$ cat config.mk
export PLATFORM = sky130hd
export DESIGN_NAME = nearest_palette_color
export DESIGN_NICKNAME = d
export VERILOG_FILES = /design/src/rtl/core/npc_pkg.sv /design/src/rtl/core/npc_ram.sv /design/src/rtl/core/nearest_palette_color.sv
export SDC_FILE = /design/constraint.sdc
export NUM_CORES = 1
export LEC_CHECK = 0
export ABC_CLOCK_PERIOD_IN_PS = 23900
export BUFFER_PORTS_ARGS = -buffer_cell sky130_fd_sc_hd__buf_2
export CAP_MARGIN = 10
export CORE_MARGIN = 2
export CORE_UTILIZATION = 40
export CTS_CLUSTER_DIAMETER = 80
export DETAILED_ROUTE_END_ITERATION = 10
export SLEW_MARGIN = 20
export SYNTH_ARGS = -nofsm -noshare
export SYNTH_HDL_FRONTEND = slang
export SYNTH_HIERARCHICAL = 1
export SYNTH_SLANG_ARGS = --single-unit
$ cat constraint.sdc
create_clock -name i_clk -period 23.9 [get_ports i_clk]
set_input_delay 4.78 -clock i_clk [delete_from_list [all_inputs] [get_ports i_clk]]
set_output_delay 4.78 -clock i_clk [all_outputs]
set_load 0.01 [all_outputs]
$ cat src/rtl/core/npc_pkg.sv
// Shared constants and types for the nearest palette color block.
package npc_pkg;

    localparam int PALETTE_DEPTH_DEF = 16;

    localparam int FUNC_W   = 2;
    localparam int CHAN_W   = 8;
    localparam int RGB_W    = 3 * CHAN_W;
    localparam int SQ_W     = 2 * CHAN_W;
    localparam int DIST_W   = 18;
    localparam int OIDX_W   = 4;
    localparam int STATUS_W = 2;
    localparam int IN_DATA_W  = 24;
    localparam int OUT_DATA_W = 48;

    localparam logic [FUNC_W-1:0] FUNC_APPEND = 2'd0;
    localparam logic [FUNC_W-1:0] FUNC_QUERY  = 2'd1;
    localparam logic [FUNC_W-1:0] FUNC_CLEAR  = 2'd2;

    localparam logic [STATUS_W-1:0] STATUS_OK         = 2'd0;
    localparam logic [STATUS_W-1:0] STATUS_EMPTY      = 2'd1;
    localparam logic [STATUS_W-1:0] STATUS_FULL       = 2'd2;

    typedef enum logic [1:0] {
        ST_IDLE,
        ST_SCAN,
        ST_DRAIN,
        ST_FINISH
    } t_state;

endpackage

$ cat src/rtl/core/npc_ram.sv
// Generic single-write, single-read RAM with registered read data.
module npc_ram #(
    parameter int WIDTH = 24,
    parameter int DEPTH = 16,
    parameter int AW    = (DEPTH > 1) ? $clog2(DEPTH) : 1
) (
    input  logic             i_clk,
    input  logic             i_wr_en,
    input  logic [AW-1:0]    i_wr_addr,
    input  logic [WIDTH-1:0] i_wr_data,
    input  logic             i_rd_en,
    input  logic [AW-1:0]    i_rd_addr,
    output logic [WIDTH-1:0] o_rd_data
);

    logic [WIDTH-1:0] r_mem [DEPTH];
    logic [WIDTH-1:0] r_rd_data;

    always_ff @(posedge i_clk) begin
        if (i_wr_en) begin
            r_mem[i_wr_addr] <= i_wr_data;
        end
        if (i_rd_en) begin
            r_rd_data <= r_mem[i_rd_addr];
        end
    end

    assign o_rd_data = r_rd_data;

endmodule

$ cat src/rtl/core/nearest_palette_color.sv
// Nearest palette color: top level with scan sequencer and one distance unit.
// Append, clear and unused codes go straight to the finish state, where the result is
// registered once the output is free; the next input transfer waits until then.
// Query over N loaded entries: one entry read per cycle through the palette RAM port,
// then the drain and finish states register the result; the next transfer waits until
// the result is registered. Sync active-low reset empties the palette; RAM is kept.
module nearest_palette_color #(
    parameter int PALETTE_DEPTH = npc_pkg::PALETTE_DEPTH_DEF
) (
    input  logic                           i_clk,
    input  logic                           i_rst_n,
    input  logic                           s_axis_tvalid,
    output logic                           s_axis_tready,
    // [7:0] red, [15:8] green, [23:16] blue
    input  logic [npc_pkg::IN_DATA_W-1:0]  s_axis_tdata,
    // [1:0] func
    input  logic [npc_pkg::FUNC_W-1:0]     s_axis_tuser,
    output logic                           m_axis_tvalid,
    input  logic                           m_axis_tready,
    // [3:0] best_index, [11:4] best_red, [19:12] best_green,
    // [27:20] best_blue, [45:28] best_distance, [47:46] zero
    output logic [npc_pkg::OUT_DATA_W-1:0] m_axis_tdata,
    // [1:0] status
    output logic [npc_pkg::STATUS_W-1:0]   m_axis_tuser
);

    localparam int IDX_W = (PALETTE_DEPTH > 1) ? $clog2(PALETTE_DEPTH) : 1;
    localparam int CNT_W = $clog2(PALETTE_DEPTH + 1);
    localparam int CW    = npc_pkg::CHAN_W;

    npc_pkg::t_state r_state, n_state;

    logic [CNT_W-1:0]               r_count;
    logic [IDX_W-1:0]               r_addr;
    logic                           r_cmp_valid;
    logic [IDX_W-1:0]               r_cmp_idx;
    logic [npc_pkg::RGB_W-1:0]      r_query;
    logic [IDX_W-1:0]               r_best_idx;
    logic [npc_pkg::RGB_W-1:0]      r_best_rgb;
    logic [npc_pkg::DIST_W-1:0]     r_best_dist;
    logic [npc_pkg::STATUS_W-1:0]   r_best_status;
    logic                           r_out_valid;
    logic [npc_pkg::OUT_DATA_W-1:0] r_out_data;
    logic [npc_pkg::STATUS_W-1:0]   r_out_status;

    logic                           in_xfer;
    logic                           out_free;
    logic                           full;
    logic                           last_issue;
    logic                           issue;
    logic                           ram_wr;
    logic [npc_pkg::RGB_W-1:0]      in_rgb;
    logic [npc_pkg::RGB_W-1:0]      rd_rgb;
    logic [npc_pkg::DIST_W-1:0]     cand_dist;
    logic                           take;

    // Palette entries are kept as {red, green, blue}
    assign in_rgb = {s_axis_tdata[CW-1:0], s_axis_tdata[2*CW-1:CW], s_axis_tdata[3*CW-1:2*CW]};

    assign in_xfer    = s_axis_tvalid && s_axis_tready;
    assign out_free   = !r_out_valid || m_axis_tready;
    assign full       = (r_count >= CNT_W'(PALETTE_DEPTH));
    assign last_issue = ((CNT_W'(r_addr) + CNT_W'(1)) == r_count);
    assign ram_wr     = in_xfer && (s_axis_tuser == npc_pkg::FUNC_APPEND) && !full;

    npc_ram #(
        .WIDTH(npc_pkg::RGB_W),
        .DEPTH(PALETTE_DEPTH),
        .AW   (IDX_W)
    ) u_ram (
        .i_clk    (i_clk),
        .i_wr_en  (ram_wr),
        .i_wr_addr(r_count[IDX_W-1:0]),
        .i_wr_data(in_rgb),
        .i_rd_en  (issue),
        .i_rd_addr(r_addr),
        .o_rd_data(rd_rgb)
    );

    // Distance unit: three absolute differences, squared and summed
    always_comb begin
        logic [CW-1:0] dr, dg, db;
        logic [CW-1:0] qr, qg, qb, er, eg, eb;
        logic [npc_pkg::SQ_W-1:0] sr, sg, sb;
        qr = r_query[3*CW-1:2*CW];
        qg = r_query[2*CW-1:CW];
        qb = r_query[CW-1:0];
        er = rd_rgb[3*CW-1:2*CW];
        eg = rd_rgb[2*CW-1:CW];
        eb = rd_rgb[CW-1:0];
        dr = (qr > er) ? (qr - er) : (er - qr);
        dg = (qg > eg) ? (qg - eg) : (eg - qg);
        db = (qb > eb) ? (qb - eb) : (eb - qb);
        sr = npc_pkg::SQ_W'(dr) * npc_pkg::SQ_W'(dr);
        sg = npc_pkg::SQ_W'(dg) * npc_pkg::SQ_W'(dg);
        sb = npc_pkg::SQ_W'(db) * npc_pkg::SQ_W'(db);
        cand_dist = npc_pkg::DIST_W'(sr) + npc_pkg::DIST_W'(sg) + npc_pkg::DIST_W'(sb);
    end

    // First entry always wins; later ones only on a strictly smaller distance
    assign take = r_cmp_valid && ((r_cmp_idx == '0) || (cand_dist < r_best_dist));

    // Next state
    always_comb begin
        n_state = r_state;
        unique case (r_state)
            npc_pkg::ST_IDLE: begin
                if (in_xfer) begin
                    if (s_axis_tuser == npc_pkg::FUNC_QUERY && r_count != '0) begin
                        n_state = npc_pkg::ST_SCAN;
                    end else begin
                        n_state = npc_pkg::ST_FINISH;
                    end
                end
            end
            npc_pkg::ST_SCAN: begin
                if (last_issue) begin
                    n_state = npc_pkg::ST_DRAIN;
                end
            end
            npc_pkg::ST_DRAIN: begin
                n_state = npc_pkg::ST_FINISH;
            end
            npc_pkg::ST_FINISH: begin
                if (out_free) begin
                    n_state = npc_pkg::ST_IDLE;
                end
            end
            default: n_state = npc_pkg::ST_IDLE;
        endcase
    end

    // State outputs
    always_comb begin
        s_axis_tready = 1'b0;
        issue         = 1'b0;
        unique case (r_state)
            npc_pkg::ST_IDLE:   s_axis_tready = 1'b1;
            npc_pkg::ST_SCAN:   issue = 1'b1;
            npc_pkg::ST_DRAIN,
            npc_pkg::ST_FINISH: begin
                s_axis_tready = 1'b0;
                issue         = 1'b0;
            end
            default: begin
                s_axis_tready = 1'b0;
                issue         = 1'b0;
            end
        endcase
    end

    always_ff @(posedge i_clk) begin
        if (!i_rst_n) begin
            r_state     <= npc_pkg::ST_IDLE;
            r_count     <= '0;
            r_cmp_valid <= 1'b0;
            r_out_valid <= 1'b0;
        end else begin
            r_state     <= n_state;
            r_cmp_valid <= issue;
            if (ram_wr) begin
                r_count <= r_count + CNT_W'(1);
            end else if (in_xfer && s_axis_tuser == npc_pkg::FUNC_CLEAR) begin
                r_count <= '0;
            end
            if (r_state == npc_pkg::ST_FINISH && out_free) begin
                r_out_valid <= 1'b1;
            end else if (m_axis_tready) begin
                r_out_valid <= 1'b0;
            end
        end
    end

    // Datapath registers
    always_ff @(posedge i_clk) begin
        r_cmp_idx <= r_addr;
        if (in_xfer) begin
            r_query     <= in_rgb;
            r_addr      <= '0;
            r_best_idx  <= '0;
            r_best_rgb  <= '0;
            r_best_dist <= '0;
            case (s_axis_tuser)
                npc_pkg::FUNC_APPEND: r_best_status <= full ? npc_pkg::STATUS_FULL
                                                            : npc_pkg::STATUS_OK;
                npc_pkg::FUNC_QUERY:  r_best_status <= (r_count == '0) ? npc_pkg::STATUS_EMPTY
                                                                       : npc_pkg::STATUS_OK;
                default:              r_best_status <= npc_pkg::STATUS_OK;
            endcase
        end else begin
            if (issue) begin
                r_addr <= r_addr + IDX_W'(1);
            end
            if (take) begin
                r_best_idx  <= r_cmp_idx;
                r_best_rgb  <= rd_rgb;
                r_best_dist <= cand_dist;
            end
        end
        if (r_state == npc_pkg::ST_FINISH && out_free) begin
            r_out_data   <= {2'b00, r_best_dist,
                             r_best_rgb[CW-1:0], r_best_rgb[2*CW-1:CW],
                             r_best_rgb[3*CW-1:2*CW], npc_pkg::OIDX_W'(r_best_idx)};
            r_out_status <= r_best_status;
        end
    end

    assign m_axis_tvalid = r_out_valid;
    assign m_axis_tdata  = r_out_data;
    assign m_axis_tuser  = r_out_status;

endmodule
==> summary.txt, run 1 <==
Status
  • Outcome: completed

STA
  • RSZ-0062 raised after global routing: false
  • Setup TNS: 0 ns
  • Least-Margin Pin Slew: 1.001 ns
  • Worst Skew: 0.02241 ns
  • Final worst-path cycle share: 49.17%
  • Slew Limit Headroom: 32.80%
  • Final setup viols: 0
  • Fmax: 85.10 MHz
  • Fin. Hold Viols: 0
  • Fin. max-slew vios: 0
  • Minimum clock period: 11.75 ns

Critical path
  • CP Buf/Inv Count: 7
  • Required @ worst endpoint: 24.35 ns
  • WP data arrival: 12.20 ns
  • Critical path's top delay family: adder cells
  • Crit end category: register
  • CP Launch Type: register
  • Critical path's most frequent cell: fa_1
  • CP max stage delay: 0.78 ns
  • Crit-path max FO: 39
  • WS Path Type: register to register
  • R2R setup slack: 12.15 ns
  • CP max-delay cell: o21ai_1

Clock tree
  • CTS Buffer Depth: 3
  • Reg clk slew, reported paths: 0.06 ns
  • Clock Sinks: 545
  • Resize count post-CTS: 0
  • Worst-skew pair later-pin latency: 0.60 ns
  • CTS tree: done
  • CTS Root Cell: clkbuf_16
  • CTS Buf Count: 54
  • Hold Buf Count CTS: 0
  • Postcts setup bufs: 0
  • H-Tree Depth: 2

Routing
  • Initial detailed-routing violation count: 1081
  • Via/cell ratio: 5.163
  • DRC Markers: 0
  • Routed Antenna Nets: 0
  • Vias: 15.38k
  • Detailed Route WL: 61.02 mm
  • DR WL/cell: 20.48 µm
  • Pre-antenna DRT Iters: 4

Yosys
  • Distinct cells, synth: 82
  • Syn Inst Count: 1894
  • Mean Syn Cell Area: 14.77 µm²
  • Asr flop ratio synth: 0%
  • Yosys reg bits: 545
  • Register area share after synthesis: 56.25%
  • YS warnings: 6
  • Post-synth EDFFs: 482
  • Mapped Area: 27980 µm²
  • Main flop type after synthesis: edfxtp_1

Floorplan
  • Num ports: 82
  • Die height: 268.5 µm
  • Core region area: 68950 µm²
  • Number of core rows: 96
  • Die Area: 72070 µm²
  • Die Width: 268.5 µm
  • Initial Util: 40.58%

Placed design
  • Dpl hpwl: 40.65 mm
  • I/O Buffers: 79
  • GPL Wtd Cong: 0.8445

Global routing
  • Initial antenna violation count: 3
  • Largest net degree at the start of global routing: 75
  • GRT overflow: 0
  • First-pass GRT wire length: 94.63 mm
  • GRT Util Overall: 17.26%
  • Vias in the first global route: 16.29k

Hold path
  • Hold Path Class: register to register

Cells and area
  • Area Overhead vs Synth: 12.05%
  • Share of layout cells above drive strength 1: 16.95%
  • # nets final: 2322

Job
  • Max-Cap Viols: 0
-- cell usage after synthesis, types with 3 or more instances --
| library cell | instances | area, µm² |
|---|---|---|
| nand4_1 | 12 | 75.07 |
| dfxtp_1 | 63 | 1261 |
| mux2i_1 | 64 | 640.6 |
| buf_4 | 3 | 22.52 |
| nand2_1 | 65 | 244.0 |
| a21oi_1 | 34 | 170.2 |
| ha_1 | 151 | 1889 |
| o211ai_1 | 3 | 22.52 |
| edfxtp_1 | 482 | 14470 |
| nor2b_1 | 11 | 68.82 |
| a22oi_1 | 49 | 367.9 |
| clkbuf_1 | 32 | 120.1 |
| o21bai_1 | 7 | 52.55 |
| o21ai_0 | 10 | 50.05 |
| a311oi_1 | 3 | 26.28 |
| nor3b_1 | 3 | 22.52 |
| and2_1 | 10 | 62.56 |
| fa_1 | 139 | 2783 |
| nand3b_1 | 3 | 22.52 |
| o21a_1 | 7 | 52.55 |
| nor2_1 | 143 | 536.8 |
| xor2_1 | 13 | 113.9 |
| or3_1 | 11 | 68.82 |
| or2_2 | 9 | 56.30 |
| xnor2_2 | 3 | 48.80 |
| nand2b_1 | 12 | 75.07 |
| inv_1 | 259 | 972.2 |
| mux4_2 | 96 | 2162 |
| buf_2 | 17 | 85.08 |
| o31ai_1 | 4 | 30.03 |
| mux2_2 | 3 | 33.78 |
| buf_6 | 9 | 101.4 |
| a211oi_1 | 10 | 75.07 |
| and3_1 | 5 | 31.28 |
| xnor2_1 | 26 | 227.7 |
| a211o_1 | 3 | 26.28 |
| nor3_1 | 30 | 150.1 |
| a221o_1 | 4 | 40.04 |
| nand3_1 | 10 | 50.05 |
| a21o_1 | 21 | 157.7 |
-- cell usage in the layout (no fill, tap or decap), drive strengths merged, types with 64 or more instances in the layout --
cell	synthesis	final
edfxtp	482	482
inv	260	261
mux4	96	96
nor2	144	144
clkbuf	32	67
nand2	65	65
mux2i	64	64
buf	29	112
fa	139	139
ha	151	151
-- cell type report --
type / instances / area [µm²]
Antenna cell: 1 / 2.502
Clock buffer: 67 / 1421
Clock inverter: 34 / 339.1
Fill cell: 6122 / 37600
Inverter: 261 / 979.7
Multi-Input combinational cell: 1028 / 11030
Sequential cell: 545 / 15740
Tap cell: 931 / 1165
Timing Repair Buffer: 112 / 666.9
-- layer usage --
metal	global-route usage, %	routed length [µm]
met2	30.89	31710
met5	0	27
met3	2.356	2322
met1	22.26	25940
met4	4.039	1018
-- registers in the layout (all words and copies together) (netlist names), 5 cells and up --
signal	cells
r_query	24
r_best_dist	18
r_count	5
u_ram/r_mem	384
u_ram/o_rd_data	24
m_axis_tdata	46
r_best_rgb	24
-- cells by family (layout without fill, tap and decap cells) --
family | Yosys count | count (layout) | synth area share, %
AOI/OAI and AO/OA | 187 | 187 | 4.933
xor gates and xnor gates | 42 | 42 | 1.395
adders and majority gates | 290 | 290 | 16.70
buffers and inverters | 322 | 474 | 4.678
DFF | 545 | 545 | 56.25
muxes | 164 | 164 | 10.19
other | 1 | 3 | 0.01340
and+or+nand+nor | 343 | 343 | 5.841
-- path summary, 6_finish.rpt --
kind                                       start         endpoint  cells after the start
worst min register to register  r_best_status[0]  m_axis_tuser[0]                      0
worst max register to register        r_query[8]   r_best_rgb[16]                     38
worst max-delay path                  r_query[8]   r_best_rgb[16]                     38
worst min-delay path            r_best_status[0]  m_axis_tuser[0]                      0
-- per-stage QoR --
stage               hold WS (ns)  area [µm²]  setup WS (ns)  utilization, %  instances
floorplan                 0.3897       27980          13.64               -       1895
global placement          0.4009       29550          12.45           42.86       2876
detailed placement        0.4045       29550          12.19           42.86       2876
CTS                       0.4196       31310          12.16           45.42       2977
global route              0.4286       31350          11.13           45.46       2978
finish                    0.4191       31350          12.15           45.47       2979
Power of run 1 is left out: the tool's default activity adds up to more than one toggle a clock period on the data nets, which glitch-free logic cannot reach.
==> run 2: changes to the inputs <==
- ABC_AREA: unset -> 1
- ABC_CLOCK_PERIOD_IN_PS: 23900 -> 11110
- clock period: 23.9 -> 11.11 ns (I/O delays scaled with it)
==> summary.txt, run 2 <==
Status
  • Outcome: completed

Floorplan
  • Die Area: 78730 µm² (+9.2%)
  • Die height: 280.6 µm (+4.5%)
  • Number of core rows: 101 (+5.2%)
  • Num ports: 82 (unchanged)
  • Die Width: 280.6 µm (+4.5%)
  • Initial Util: 40.36% (-0.22 points)
  • Core region area: 75820 µm² (+10%)

Hold path
  • Hold Path Class: register to register
  • Hold endpoint: m_axis_tuser[1]
  • Hold Path Cell Cnt: 0 (unchanged)
  • Hold_sp: r_best_status[1]

Critical path
  • Worst R2R Path Depth: 44 (+16%)
  • Crit-path max FO: 43 (+10%)
  • WP data arrival: 9.99 ns (-2.21 ns)
  • Critical path's most frequent cell: nand2_1
  • Crit end category: register
  • Reg2reg end: r_best_rgb[21]
  • R2R setup slack: 1.64 ns (-10.51 ns)
  • CP Launch Type: register
  • CP max-delay cell: nand2_2
  • RR Startpoint: r_query[16]
  • Required @ worst endpoint: 11.63 ns (-12.72 ns)
  • CP max stage delay: 0.60 ns (-0.18 ns)
  • WS Path Type: register to register

Cells and area
  • # nets final: 3566 (+54%)
  • Most frequent cells in the layout: nand2_1, inv_1, edfxtp_1, nand3_1, nor2_1
  • Share of layout cells above drive strength 1: 8.015% (-8.9 points)
  • Area Overhead vs Synth: 11.01%
  • Commonest non-fill, non-tap cell in the layout: nand2_1
  • Largest Register: u_ram/r_mem
  • Largest register FFs: 384 (unchanged)
  • Post-layout util: 44.80% (-0.67 points)

Yosys
  • Compound-Gate Fraction of Synth Area: 2.552% (-2.4 points)
  • Mean Syn Cell Area: 9.580 µm² (-35%)
  • Post-synth top cells: nand2_1, inv_1, edfxtp_1
  • Synth area leader: edfxtp_1
  • Synth Area in XOR/XNOR: 1.288% (-0.11 points)
  • Synth Area in Adders: 15.27% (-1.4 points)
  • Yosys reg bits: 545 (unchanged)
  • Register area share after synthesis: 51.42% (-4.8 points)
  • Main flop type after synthesis: edfxtp_1
  • Distinct cells, synth: 39 (-52%)
  • Syn Inst Count: 3194 (+69%)
  • Simple-gate share of the synthesized area: 19.62% (+14 points)
  • Count leader, synth: nand2_1
  • Post-synth EDFFs: 482 (unchanged)
  • Asr flop ratio synth: 0% (unchanged)
  • YS warnings: 6 (unchanged)
  • Mapped Area: 30600 µm² (+9.4%)
  • Post-synth top area share: 47.30% (-4.4 points)
  • Synth area leaders: edfxtp_1, nand2_1, fa_1
  • Multiplexer share of the synthesized area: 0% (-10 points)
  • Combinational family with the most area after synthesis: simple AND/OR/NAND/NOR gates

Global routing
  • Largest net degree at the start of global routing: 114 (+52%)
  • Vias in the first global route: 20.22k (+24%)
  • First-pass GRT wire length: 115.4 mm (+22%)
  • Initial antenna violation count: 8 (+5)
  • GRT Util Overall: 18.98% (+1.7 points)
  • GRT overflow: 0 (unchanged)

Placed design
  • GPL Wtd Cong: 0.9174 (+8.6%)
  • Dpl hpwl: 47.54 mm (+17%)
  • I/O Buffers: 79 (unchanged)

Clock tree
  • CTS Root Cell: clkbuf_16
  • CTS tree: done
  • CTS Buffer Depth: 3 (unchanged)
  • Postcts setup bufs: 0 (unchanged)
  • Reg clk slew, reported paths: 0.06 ns (about the same)
  • Hold Buf Count CTS: 0 (unchanged)
  • Worst-skew pair later-pin latency: 0.63 ns (+0.03 ns)
  • H-Tree Depth: 2 (unchanged)
  • Resize count post-CTS: 0 (unchanged)
  • Clock Sinks: 545 (unchanged)
  • CTS Buf Count: 57 (+5.6%)

STA
  • RSZ-0062 raised after global routing: false
  • Fin. Hold Viols: 0 (unchanged)
  • Final worst-path cycle share: 85.24% (+36 points)
  • Setup TNS: 0 ns (unchanged)
  • Fmax: 105.6 MHz (+24%)
  • Least-Margin Pin Slew: 1.162 ns (+0.1606 ns)
  • Fin. max-slew vios: 0 (unchanged)
  • Hold_ws: 0.4228 ns (+0.003708 ns)
  • Slew Limit Headroom: 22.36% (-10 points)
  • Minimum clock period: 9.470 ns (-2.281 ns)
  • Final setup viols: 0 (unchanged)
  • Worst Skew: 0.01841 ns (-0.003996 ns)

Routing
  • DRC Markers: 0 (unchanged)
  • DR WL/cell: 17.17 µm (-16%)
  • Routed Antenna Nets: 0 (unchanged)
  • Pre-antenna DRT Iters: 6 (+2)
  • Via/cell ratio: 4.809 (-6.9%)
  • Detailed Route WL: 73.37 mm (+20%)
  • Vias: 20.55k (+34%)
  • Initial detailed-routing violation count: 1624 (+50%)

Job
  • Max-Cap Viols: 0 (unchanged)
## run 2: changes by cell type after synthesis, moves of 40 or more
cell / delta
a21oi_1: +67
a22oi_1: -49
inv_1: +375
mux2i_1: -64
mux4_2: -96
nand2_1: +728
nand3_1: +353
nor2_1: +40
## run 2: how the worst max path moves through the flow
stage | startpoint | to | slack, ns | cells past startpoint
CTS | r_query[16] | r_best_rgb[21] | 1.66 | 44
detailed placement | r_query[16] | r_best_rgb[21] | 1.68 | 44
finish | r_query[16] | r_best_rgb[21] | 1.64 | 44
global route | r_query[16] | r_best_rgb[21] | 0.94 | 45
global placement | u_ram/o_rd_data[16] | r_best_rgb[13] | 1.84 | 40
floorplan | r_query[16] | r_best_dist[0] | 3.03 | 47
## run 2: layer usage
| layer | wire [µm] | GRT usage, % | vias to the layer above | part of all wire [%] |
|---|---|---|---|---|
| li1 | - | - | 10196 | - |
| met1 | 32150 | 25.16 | 9722 | 44 |
| met2 | 34760 | 31.79 | 515 | 47 |
| met3 | 4396 | 3.173 | 111 | 6.0 |
| met4 | 2008 | 5.923 | 10 | 2.7 |
| met5 | 58 | 0 | - | 0.079 |
## run 2: kinds of logic after synthesis
kind of cell | after synthesis
fa+ha+maj | 290
compound gates | 144
other cells | 1
xor+xnor | 45
buf+inv | 761
simple gates | 1408
flops | 545
## run 2: area by class of cell
type | instances | area, µm²
multi-input combinational | 1889 | 11990
clock inverter | 29 | 346.6
tap | 978 | 1224
inverter | 649 | 2449
fill | 7232 | 41860
timing repair buffer | 104 | 660.6
clock buffer | 78 | 1546
sequential | 545 | 15750
antenna | 2 | 5.005
## run 2: stage by stage
step | setup slack, ns | instance area [µm²] | std cells
2_1_floorplan | 3.034 | 30600 | 3195
3_3_place_gp | 1.838 | 31950 | 4160
3_5_place_dp | 1.683 | 32000 | 4162
4_1_cts | 1.658 | 33900 | 4269
5_1_grt | 0.9402 | 33970 | 4273
6_report | 1.640 | 33970 | 4274
## run 2: worst max-delay path: cells and delay by family (launching register included)
family | cells | cell delay [ns]
buf+inv | 11 | 1.13
flops | 1 | 0.40
fa+ha+maj | 11 | 4.85
compound gates | 3 | 0.46
simple gates | 18 | 2.22
xor+xnor | 1 | 0.25
Power of run 2 is left out for the same reason.
